**src/sv/wbps_pkg.sv**
```systemverilog
`timescale 1ns / 1ps
// ----------------------------------------------------------------------------
// wbps_pkg
// Shared types and constants of the wildcard byte pattern search core.
// ----------------------------------------------------------------------------
package wbps_pkg;

  localparam int PATTERN_MAX = 256;
  localparam int LEN_W       = 9;
  localparam int ADDR_W      = 64;
  localparam int CFG_IDX_W   = 1;
  localparam int Q_DEPTH     = 4;
  localparam int Q_AW        = $clog2(Q_DEPTH);

  // item operations
  localparam logic OP_LOAD = 1'b0;
  localparam logic OP_SCAN = 1'b1;

  // configuration register indexes
  localparam logic [CFG_IDX_W-1:0] CFG_PATTERN_LENGTH = 1'b0;
  localparam logic [CFG_IDX_W-1:0] CFG_BASE_ADDRESS   = 1'b1;

  typedef struct packed {
    logic       op;
    logic [7:0] slot_index;
    logic [7:0] pattern_byte;
    logic       is_wildcard;
    logic [7:0] data_byte;
    logic       is_last;
  } in_item_t;

  typedef struct packed {
    logic              found;
    logic [ADDR_W-1:0] match_address;
  } out_item_t;

  // result as the front end classifies it: offset not yet based
  typedef struct packed {
    logic              found;
    logic [ADDR_W-1:0] offset;
  } res_t;

  typedef struct packed {
    logic push;
    res_t res;
  } q_wr_t;

endpackage

```
**src/sv/wbps_front.sv**
```systemverilog
`timescale 1ns / 1ps
// ----------------------------------------------------------------------------
// wbps_front
// Accepts load and scan transactions, holds the pattern cells and the
// partial match vector, and classifies each scan byte into a result.
// ----------------------------------------------------------------------------
module wbps_front (
  input  logic                         clk,
  input  logic                         rst_n,
  input  logic                         accept,
  input  wbps_pkg::in_item_t           item,
  input  logic [wbps_pkg::LEN_W-1:0]   pattern_length,
  output wbps_pkg::q_wr_t              q_wr
);

  logic [7:0]                         exp_r  [wbps_pkg::PATTERN_MAX];
  logic                               wild_r [wbps_pkg::PATTERN_MAX];
  logic [wbps_pkg::PATTERN_MAX-1:0]   pm_r, pm_nxt;
  logic [wbps_pkg::ADDR_W-1:0]        seen_r, seen_nxt;
  logic                               fin_r, fin_nxt;
  logic [wbps_pkg::LEN_W-1:0]         len_eff;
  logic [wbps_pkg::LEN_W-1:0]         len_m1;
  logic                               hit;
  logic                               scan;
  logic                               load;

  assign scan = accept && (item.op == wbps_pkg::OP_SCAN);
  assign load = accept && (item.op == wbps_pkg::OP_LOAD);

  // pattern cells, each written only when its slot is addressed
  always_ff @(posedge clk) begin
    for (int j = 0; j < wbps_pkg::PATTERN_MAX; j++) begin
      if (load && (32'(item.slot_index) == j)) begin
        exp_r[j]  <= item.pattern_byte;
        wild_r[j] <= item.is_wildcard;
      end
    end
  end

  always_comb begin
    if (32'(pattern_length) > wbps_pkg::PATTERN_MAX) begin
      len_eff = wbps_pkg::LEN_W'(wbps_pkg::PATTERN_MAX);
    end else begin
      len_eff = pattern_length;
    end
    len_m1 = len_eff - 1'b1;
  end

  // shift-and step: position j extends a partial match ending at j-1
  always_comb begin
    for (int j = 0; j < wbps_pkg::PATTERN_MAX; j++) begin
      pm_nxt[j] = (wild_r[j] || (exp_r[j] == item.data_byte)) &&
                  ((j == 0) ? 1'b1 : pm_r[(j == 0) ? 0 : j - 1]);
    end
  end

  always_comb begin
    hit = 1'b0;
    for (int j = 0; j < wbps_pkg::PATTERN_MAX; j++) begin
      hit = hit | ((32'(len_eff) == j + 1) & pm_nxt[j]);
    end
  end

  always_comb begin
    q_wr.push         = 1'b0;
    q_wr.res.found    = hit;
    q_wr.res.offset   = seen_r - wbps_pkg::ADDR_W'(len_m1);
    if (scan && !fin_r) begin
      q_wr.push = hit || item.is_last;
    end
    if (!hit) begin
      q_wr.res.offset = '0;
    end
  end

  always_comb begin
    seen_nxt = seen_r;
    fin_nxt  = fin_r;
    if (scan) begin
      if (item.is_last) begin
        seen_nxt = '0;
        fin_nxt  = 1'b0;
      end else if (!fin_r) begin
        seen_nxt = seen_r + 1'b1;
        fin_nxt  = hit;
      end
    end
  end

  always_ff @(posedge clk) begin
    if (!rst_n) begin
      pm_r   <= '0;
      seen_r <= '0;
      fin_r  <= 1'b0;
    end else begin
      seen_r <= seen_nxt;
      fin_r  <= fin_nxt;
      if (scan) begin
        if (item.is_last) begin
          pm_r <= '0;
        end else if (!fin_r) begin
          pm_r <= pm_nxt;
        end
      end
    end
  end

endmodule

```
**src/sv/wbps_queue.sv**
```systemverilog
`timescale 1ns / 1ps
// ----------------------------------------------------------------------------
// wbps_queue
// Short result queue between the front end and the back end.
// ----------------------------------------------------------------------------
module wbps_queue (
  input  logic             clk,
  input  logic             rst_n,
  input  wbps_pkg::q_wr_t  q_wr,
  input  logic             rd,
  output wbps_pkg::res_t   rd_res,
  output logic             full,
  output logic             empty
);

  wbps_pkg::res_t              mem_r [wbps_pkg::Q_DEPTH];
  logic [wbps_pkg::Q_AW-1:0]   wp_r, rp_r;
  logic [wbps_pkg::Q_AW:0]     cnt_r;
  logic                        do_wr, do_rd;

  assign full   = (32'(cnt_r) == wbps_pkg::Q_DEPTH);
  assign empty  = (cnt_r == '0);
  assign do_wr  = q_wr.push && !full;
  assign do_rd  = rd && !empty;
  assign rd_res = mem_r[rp_r];

  always_ff @(posedge clk) begin
    if (do_wr) begin
      mem_r[wp_r] <= q_wr.res;
    end
  end

  always_ff @(posedge clk) begin
    if (!rst_n) begin
      wp_r  <= '0;
      rp_r  <= '0;
      cnt_r <= '0;
    end else begin
      if (do_wr) begin
        wp_r <= wp_r + 1'b1;
      end
      if (do_rd) begin
        rp_r <= rp_r + 1'b1;
      end
      cnt_r <= cnt_r + (do_wr ? 1'b1 : 1'b0) - (do_rd ? 1'b1 : 1'b0);
    end
  end

endmodule

```
**src/sv/wbps_back.sv**
```systemverilog
`timescale 1ns / 1ps
// ----------------------------------------------------------------------------
// wbps_back
// Takes classified results, adds the base address and holds the result
// in an output register until it is popped.
// ----------------------------------------------------------------------------
module wbps_back (
  input  logic                          clk,
  input  logic                          rst_n,
  input  wbps_pkg::res_t                q_res,
  input  logic                          q_empty,
  output logic                          q_rd,
  input  logic [wbps_pkg::ADDR_W-1:0]   base_address,
  input  logic                          out_pop,
  output logic                          out_empty,
  output wbps_pkg::out_item_t           out_item
);

  logic                   valid_r, valid_nxt;
  wbps_pkg::out_item_t    item_r, item_nxt;

  assign q_rd      = (!valid_r || out_pop) && !q_empty;
  assign out_empty = !valid_r;
  assign out_item  = item_r;

  always_comb begin
    valid_nxt              = valid_r;
    item_nxt.found         = q_res.found;
    item_nxt.match_address = q_res.found ? (base_address + q_res.offset) : '0;
    if (q_rd) begin
      valid_nxt = 1'b1;
    end else if (out_pop) begin
      valid_nxt = 1'b0;
    end
  end

  always_ff @(posedge clk) begin
    if (q_rd) begin
      item_r <= item_nxt;
    end
  end

  always_ff @(posedge clk) begin
    if (!rst_n) begin
      valid_r <= 1'b0;
    end else begin
      valid_r <= valid_nxt;
    end
  end

endmodule

```
**src/sv/wildcard_byte_pattern_search_core.sv**
```systemverilog
`timescale 1ns / 1ps
// Output path: a result passes through the result queue and then the output
//   register to the output ports, and waits in the queue behind older unpopped results.
// Throughput: one transaction per cycle; the input stalls only when the
//   four-entry result queue fills behind an unpopped output.
// Reset (rst_n low, synchronous): clears the match vector, byte count,
//   queue and registers; pattern slots are undefined until loaded.
// ----------------------------------------------------------------------------
// wildcard_byte_pattern_search_core
// Finds the first occurrence of a wildcard byte pattern in a byte stream.
// ----------------------------------------------------------------------------
module wildcard_byte_pattern_search_core (
  input  logic                            clk,
  input  logic                            rst_n,
  input  logic                            in_push,
  output logic                            in_full,
  input  wbps_pkg::in_item_t              in_item,
  output logic                            out_empty,
  input  logic                            out_pop,
  output wbps_pkg::out_item_t             out_item,
  input  logic                            cfg_we,
  input  logic [wbps_pkg::CFG_IDX_W-1:0]  cfg_idx,
  input  logic [wbps_pkg::ADDR_W-1:0]     cfg_wdata
);

  logic [wbps_pkg::LEN_W-1:0]   pattern_length_r;
  logic [wbps_pkg::ADDR_W-1:0]  base_address_r;
  logic                         accept;
  wbps_pkg::q_wr_t              q_wr;
  wbps_pkg::res_t               q_res;
  logic                         q_empty;
  logic                         q_rd;

  assign accept = in_push && !in_full;

  always_ff @(posedge clk) begin
    if (!rst_n) begin
      pattern_length_r <= '0;
      base_address_r   <= '0;
    end else if (cfg_we) begin
      case (cfg_idx)
        wbps_pkg::CFG_PATTERN_LENGTH: begin
          pattern_length_r <= cfg_wdata[wbps_pkg::LEN_W-1:0];
        end
        wbps_pkg::CFG_BASE_ADDRESS: begin
          base_address_r <= cfg_wdata;
        end
        default: begin
        end
      endcase
    end
  end

  wbps_front u_front (
    .clk            (clk),
    .rst_n          (rst_n),
    .accept         (accept),
    .item           (in_item),
    .pattern_length (pattern_length_r),
    .q_wr           (q_wr)
  );

  wbps_queue u_queue (
    .clk    (clk),
    .rst_n  (rst_n),
    .q_wr   (q_wr),
    .rd     (q_rd),
    .rd_res (q_res),
    .full   (in_full),
    .empty  (q_empty)
  );

  wbps_back u_back (
    .clk          (clk),
    .rst_n        (rst_n),
    .q_res        (q_res),
    .q_empty      (q_empty),
    .q_rd         (q_rd),
    .base_address (base_address_r),
    .out_pop      (out_pop),
    .out_empty    (out_empty),
    .out_item     (out_item)
  );

endmodule

```
**config.mk**
```make
export PLATFORM = sky130hd
export DESIGN_NAME = wildcard_byte_pattern_search_core
export DESIGN_NICKNAME = d
export VERILOG_FILES = /design/src/sv/wbps_pkg.sv /design/src/sv/wbps_front.sv /design/src/sv/wbps_queue.sv /design/src/sv/wbps_back.sv /design/src/sv/wildcard_byte_pattern_search_core.sv
export SDC_FILE = /design/constraint.sdc
export NUM_CORES = 2
export LEC_CHECK = 0
export BUFFER_PORTS_ARGS = -buffer_cell sky130_fd_sc_hd__buf_4
export CAP_MARGIN = 0
export CORE_MARGIN = 3
export CORE_UTILIZATION = 45
export CTS_CLUSTER_SIZE = 40
export DETAILED_ROUTE_END_ITERATION = 10
export GPL_ROUTABILITY_DRIVEN = 0
export GPL_TIMING_DRIVEN = 0
export PLACE_DENSITY_LB_ADDON = 0.25
export SLEW_MARGIN = 25
export SYNTH_ARGS = -nofsm -noshare
export SYNTH_HDL_FRONTEND = slang
export SYNTH_SLANG_ARGS = --single-unit
```
**constraint.sdc**
```tcl
create_clock -name clk -period 21.4 [get_ports clk]
set_clock_uncertainty 0.2 [all_clocks]
set_input_delay 1.07 -clock clk [delete_from_list [all_inputs] [get_ports clk]]
set_output_delay 1.07 -clock clk [all_outputs]
set_load 0.03 [all_outputs]
```
-- Word level (Yosys, flattened, before mapping)
Memories as Yosys holds them, arrays and structs flattened. A register that Yosys moved wholly into a read port is not among the register bits.
Index checks and enable logic that the tools add are counted.
W data, S select, Z words.
- register bits after elaboration: 466
- bits in latches: 0
- bits in writable memories: 2564
- bits in read-only memories: 0
- output and inout port bits: 67
- word-level logic and storage cells: 4660
- memories: 3
- memory list (name ; words ; bits a word ; rd ports ; clocked after Yosys merged registers in ; write ports ; line ; source):
    u_front.exp_r ; 256 ; 8 ; 256 ; 0 ; 1 ; wbps_front.sv:16 ; logic [7:0] exp_r [wbps_pkg::PATTERN_MAX];
    u_queue.mem_r ; 4 ; 65 ; 1 ; 1 ; 1 ; wbps_queue.sv:16 ; wbps_pkg::res_t mem_r [wbps_pkg::Q_DEPTH];
    u_front.wild_r ; 256 ; 1 ; 256 ; 0 ; 1 ; wbps_front.sv:17 ; logic wild_r [wbps_pkg::PATTERN_MAX];
- add/sub/neg operators: 8
- multiply operators: 0
- divide/modulo/power cells: 0
- $lt $le $gt $ge: 1
- equality and inequality tests: 769
- shift operators: 0
- muxes and demuxes: 2059
- bitwise operators: 513
- reduce and logical (&&, ||, !) cells: 1296
- operator list (kind ; count):
    $mux W8 ; 765
    $eq A8 B8 Y1 ; 256
    $reduce_or A8 Y1 ; 255
    $mux W1 ; 1286
    $eq A9 B8 Y1 const B ; 128
    $eq A8 B8 Y1 const B ; 128
    $eq A9 B7 Y1 const B ; 64
    $logic_and A1 B1 Y1 ; 518
    $eq A8 B7 Y1 const B ; 64
    $mux W255 ; 2
    $eq A9 B6 Y1 const B ; 32
    $logic_or A1 B1 Y1 ; 258
    $and A1 B1 Y1 ; 256
    $eq A8 B6 Y1 const B ; 32
    $or A1 B1 Y1 ; 255
    $reduce_or A1 Y1 ; 255
    $mux W64 ; 3
    $eq A9 B5 Y1 const B ; 16
    $eq A8 B5 Y1 const B ; 16
    $eq A9 B4 Y1 const B ; 8
    $add A64 B1 Y64 const B ; 1
    $add A64 B64 Y64 ; 1
    $eq A8 B4 Y1 const B ; 8
    $sub A64 B9 Y64 ; 1
    22 further kinds ; 38

-- Longest topological paths before layout
An unclocked memory read counts as a cell.
- depth after elaboration: 266
- gate-level depth with buffers: 23
- mapped depth without buffers: 19

-- Cells and area by module
From an unflattened synthesis, not the netlist that was laid out.
- cells, all modules: 9445
- area, all modules: 131104.5 µm²
- by module, submodules not included (module ; times used ; cells each ; area an instance (µm²) ; seq. area each (µm²)):
    wbps_front ; 1 ; 7990 ; 111872.3 ; 75592.5
    wbps_queue ; 1 ; 389 ; 9905.8 ; 7987.7
    wbps_back ; 1 ; 745 ; 6520.0 ; 1971.9
    wildcard_byte_pattern_search_core ; 1 ; 321 ; 2806.4 ; 1461.4

-- Worst setup path after synthesis
OpenSTA, ideal clock, no wires.
- path kind: input-to-reg
- from: input in_item[5] (netlist bit)
- to: memory u_queue.mem_r[0][0] (netlist bit), enable pin
- setup time: 585 ps
- arrival time: 8430 ps
- path slack: 12185 ps
- stages on the path: 18
- path buffers: 7
- cell sequence: buf_4 -> buf_8 -> buf_8 -> buf_8 -> buf_6 -> xor2_1 -> nor4_1 -> a21oi_1 -> nor3b_1 -> a21oi_1 -> o211ai_1 -> nor4_1 -> a2111oi_2 -> inv_2 -> and2_1 -> buf_6 -> buf_8 -> a211oi_1
- longest elaborated chain between the ends: 264
- elaborated cells between the ends (all ways): 1283
- classes of those cells: 256 x eq/ne; 3 x mux; 511 x bitwise; 513 x reduce/logical
- ends and longest elaborated chain (what ; line ; source):
    from (decl) ; wildcard_byte_pattern_search_core.sv:17 ; input wbps_pkg::in_item_t in_item,
    $eq A8 B8 Y1 ; wbps_front.sv:52 ; pm_nxt[j] = (wild_r[j] || (exp_r[j] == item.data_byte)) &&
    $logic_or A1 B1 Y1 ; wbps_front.sv:52 ;
    $logic_and A1 B1 Y1 ; wbps_front.sv:52 ;
    $and A1 B1 Y1 ; wbps_front.sv:60 ; hit = hit | ((32'(len_eff) == j + 1) & pm_nxt[j]);
    $or A1 B1 Y1 (254 in a row) ; wbps_front.sv:60 ;
    $or A1 B1 Y1 * ; wbps_front.sv:60 ;
    $logic_or A1 B1 Y1 * ; wbps_front.sv:69 ; q_wr.push = hit || item.is_last;
    $mux W1 * ; wbps_front.sv:68 ; if (scan && !fin_r) begin
    $logic_and A1 B1 Y1 * ; wbps_queue.sv:23 ; assign do_wr = q_wr.push && !full;
    $mux W1 * ; wbps_queue.sv:28 ; if (do_wr) begin
    $mux W1 (implied by the code) * ; wbps_queue.sv:29 ; mem_r[wp_r] <= q_wr.res;
    to (decl) ; wbps_queue.sv:16 ;
Mark *: on every way between the ends. The rest lies on a longest branch, timed or not.

-- Worst setup path after layout
- from: register pattern_length_r[8] (netlist bit)
- to: register u_queue.cnt_r[2] (netlist bit)
- longest elaborated chain between the ends: 265
- elaborated cells between the ends (all ways): 775
- classes of those cells: 2 x add/sub; 1 x order compare; 256 x eq/ne; 3 x mux; 511 x bitwise; 2 x reduce/logical
- ends and longest elaborated chain (what ; line ; source):
    from (decl) ; wildcard_byte_pattern_search_core.sv:26 ; logic [wbps_pkg::LEN_W-1:0] pattern_length_r;
    from (signal assigned) ; wildcard_byte_pattern_search_core.sv:43 ; pattern_length_r <= cfg_wdata[wbps_pkg::LEN_W-1:0];
    $gt A9 B9 Y1 ; wbps_front.sv:41 ; if (32'(pattern_length) > wbps_pkg::PATTERN_MAX) begin
    $mux W9 * ; wbps_front.sv:41 ;
    $eq A9 B1 Y1 or $eq A9 B2 Y1 (tied branches) ; wbps_front.sv:60 ;
    $and A1 B1 Y1 ; wbps_front.sv:60 ;
    $or A1 B1 Y1 (254 in a row) ; wbps_front.sv:60 ;
    $or A1 B1 Y1 * ; wbps_front.sv:60 ;
    $logic_or A1 B1 Y1 * ; wbps_front.sv:69 ;
    $mux W1 * ; wbps_front.sv:68 ;
    $logic_and A1 B1 Y1 * ; wbps_queue.sv:23 ;
    via u_queue.do_wr ; wbps_queue.sv:19 ; logic do_wr, do_rd;
    $mux W1 * ; wbps_queue.sv:45 ; cnt_r <= cnt_r + (do_wr ? 1'b1 : 1'b0) - (do_rd ? 1'b1 : 1'b0);
    $add A3 B3 Y3 * ; wbps_queue.sv:45 ;
    $sub A3 B3 Y3 * ; wbps_queue.sv:45 ;
    to (signal assigned) ; wbps_queue.sv:45 ;
    to (decl) ; wbps_queue.sv:18 ; logic [wbps_pkg::Q_AW:0] cnt_r;
The timed path passes the listed nets; every way through them passes the cells marked *.
A chain may end at the register's enable or synchronous reset.

==> results.tsv <==
stage	metric	value	unit
die	die-area	295600	µm²
critical_path	crit_path_max_incr_delay	1.03	ns
routing	drc	0	
cells_and_area	stdcell_count	13920	
cells_and_area	final_common_cell	edfxtp_1	
clock_network	cts_tree	built	
synthesis	ys.flop_type	edfxtp_1	
cells_and_area	drive_gt1_share	11.16	%
cells_and_area	final_cell_mix	2629 x edfxtp_1, 2042 x xor2_1, 916 x nor2_1	
global_routing	first_global_vias	79340	
critical_path	r2r_slack	13.52	ns
sta	setup_viol	0	
critical_path	critPathLaunchType	flip-flop	
routing	drt_pre_antenna_iters	9	
placement	dpl-instance-area	138200	µm²
sta	fin_tns_setup	0	ns
critical_path	reg2reg_from	pattern_length_r[8]	
die	ioPinCount	164	
synthesis	syn_area_per_cell	14.00	µm²
power	switching_share	25.80	%
routing	vias	83260	
cells_and_area	finalNetCount	10050	
global_routing	grt_util_all_layers	29.56	%
synthesis	synth_fp_nets	9479	
clock_network	cts_root_buf	clkbuf_16	
critical_path	path_max_fanout	10	
clock_network	numCtsBuffers	323	
synthesis	synth_warnings	0	
hold_path	hold_class	in2reg	
sta	fin_crit	7.884	ns
sta	rsz0062_at_grt	no	
sta	max-slew-margin-rel	7.584	%
power	fin_total_pwr	13760	µW
placement	io_buffers	154	
hold_path	hold_end	base_address_r[53]	
placement	dpl.hpwl	297300	µm
clock_network	h-tree-depth	5	
die	die_w	543.7	µm
synthesis	async_reset_ff_share	0	%
routing	drt_iter0_drc	12620	
synthesis	netlist_area	130100	µm²
global_routing	grt_antenna_before_repair	47	
hold_path	worstHoldStart	cfg_wdata[53]	
die	start_util	45.42	%
sta	worst_pin_slew	1.386	ns
critical_path	cp_slowest_cell	a2111oi_1	
global_routing	grt_max_degree	79	
global_routing	grt_first_pass_wirelength	611300	µm
clock_network	worstSkewPairLatency	0.96	ns
sta	fmax	126.8	MHz
clock_network	cts_sinks	3032	
die	core.rowCount	196	
power	power_density	92.48	nW/µm²
power	p_leak	0.05110	µW
clock_network	hold_buffers	0	
hold_path	min_path_cells	3	
job	maxCapViolCount	0	
critical_path	reg2reg_to	u_queue.cnt_r[2]	
routing	vias_per_cell	5.980	
power	power.internal	10210	µW
power	clockPowerShare	40.2	%
power	ir_worst_vdd	69.51	µV
critical_path	crit_type	reg2reg	
routing	ant_nets	0	
global_routing	globalRouteOverflowTotal	0	
critical_path	worstPathCellList	buf_2 > clkbuf_1 > nand2b_1 > inv_1 > ha_1 > nand2b_1 > nor2_1 > clkbuf_1 > a22oi_1 > nand4_1 > a2111oi_1 > o2111ai_1 > nor4_4 > and2_1 > buf_6 > buf_4 > a21oi_1 > ha_1 > fa_1 > xnor2_1 > nor2_1	
critical_path	required	22.00	ns
placement	dp.cells	13300	
synthesis	synth_edf_count	2629	
routing	wl	447900	µm
critical_path	rr_worst_depth	21	
critical_path	path_buf_inv	6	
clock_network	cts_setup_buffers	0	
clock_network	cts_buffer_depth	4	
power	p_seq_share	47.8	%
cells_and_area	area_growth	14.34	%
sta	fin_crit_sh	36.84	%
synthesis	synth_cell_type_count	82	
cells_and_area	fill_cells	23520	
power	p_comb_share	12.0	%
clock_network	cts_resized	0	
clock_network	clk_pin_slew	0.06	ns
die	core	286400	µm²
cells_and_area	final_area	148800	µm²
synthesis	ys_ff_latch	3032	
routing	wl_per_cell	32.17	µm
critical_path	worstPathArrival	8.48	ns
power	p_sw	3549	µW
die	die_y	543.7	µm
critical_path	crit_family	simple AND/OR/NAND/NOR gates	
sta	drv_slew	0	
critical_path	worstSetupEndpointType	flip-flop	
run_status	status	finished, final reports clean	
synthesis	synthCells	9295	
sta	hold_viol	0	
synthesis	ys_seq_area_share	66.88	%
==> logic make-up after synthesis <==
kind of cell	after synthesis	synth area share (%)
and+or+nand+nor	2385	8.901
muxes	66	1.124
buffers and inverters	524	2.653
DFF	3032	66.88
AOI/OAI and AO/OA	990	4.698
adders and majority gates	87	0.8540
xor gates and xnor gates	2211	14.89
==> per-layer routing <==
metal,global-route usage (%),share of wire [%],up-vias
li1,-,-,34870
met1,38.89,38,41770
met2,44.24,43,5382
met3,8.642,13,1207
met4,15.80,6.4,28
met5,0,0.067,-
==> Yosys cell counts (34+ instances only) <==
cell type | count | share of area (%)
a21o_1 | 34 | 0.20
a21oi_1 | 468 | 1.8
a22oi_1 | 252 | 1.5
buf_4 | 94 | 0.54
buf_6 | 94 | 0.81
clkbuf_1 | 200 | 0.58
dfxtp_1 | 403 | 6.2
edfxtp_1 | 2629 | 61
ha_1 | 84 | 0.81
inv_1 | 57 | 0.16
mux4_2 | 64 | 1.1
nand2_1 | 408 | 1.2
nand3_1 | 80 | 0.31
nand3b_1 | 60 | 0.35
nand4_1 | 63 | 0.30
nor2_1 | 927 | 2.7
nor2b_1 | 140 | 0.67
nor3_1 | 51 | 0.20
nor4_1 | 513 | 2.5
o21ai_0 | 96 | 0.37
xnor2_1 | 169 | 1.1
xor2_1 | 2042 | 14
==> registers in the layout, summed over array words and instances, names as in the netlist, named ones only <==
signal,cells
u_front.exp_r,2048
u_queue.cnt_r,3
u_queue.rp_r,2
u_front.seen_r,64
u_front.fin_r,1
u_front.wild_r,256
u_queue.wp_r,2
u_front.pm_r,255
base_address_r,64
u_back.valid_r,1
u_back.out_item,65
u_queue.mem_r,260
pattern_length_r,9
==> worst max-delay path by stage <==
stage                        startpoint                    to  slack, ns  cells past startpoint
detailed placement           in_item[2]      u_queue.cnt_r[2]      13.74                     21
CTS                           flip-flop   u_back.out_item[63]      13.78                     16
finish              pattern_length_r[8]      u_queue.cnt_r[2]      13.52                     21
global placement    pattern_length_r[8]  u_queue.mem_r[1][36]       5.91                     16
global route                  flip-flop   u_back.out_item[63]      13.40                     16
floorplan                    in_item[5]   u_queue.mem_r[0][0]      12.18                     18
==> tightest hold or removal path, cell delays in order <==
cell,delay (ns)
buf_4,0.11
nand2_1,0.04
a21oi_1,0.05
==> cell type report <==
class	instances	area (µm²)	area share (%)
Clock inverter	161	1627	1.093
Inverter	61	229.0	0.1539
Timing Repair Buffer	244	3189	2.144
Buffer	463	3273	2.200
Antenna cell	27	67.56	0.04542
Tap cell	3762	4707	3.164
Sequential cell	3032	87010	58.50
Multi-Input combinational cell	5739	39890	26.82
Clock buffer	434	8756	5.886
==> power groups by stage <==
stage | clock network (µW) | logic (µW) | registers, µW
after global placement | 0 | 1540 | 6730
final | 5530 | 1650 | 6580
after CTS | 5560 | 1630 | 6580
after floorplan | 0 | 817 | 6840
after global routing | 5800 | 1740 | 6580
after detailed placement | 0 | 1630 | 6700
==> through the flow <==
step | hold WS, ns | util (%) | setup WS (ns)
floorplan | 0.2273 | - | 12.18
global placement | 0.2344 | 47.47 | 5.909
detailed placement | 0.2386 | 48.25 | 13.74
CTS | 0.1204 | 51.88 | 13.78
global route | 0.1681 | 51.91 | 13.40
finish | 0.1892 | 51.93 | 13.52
Power figures use the tool's default switching activity.
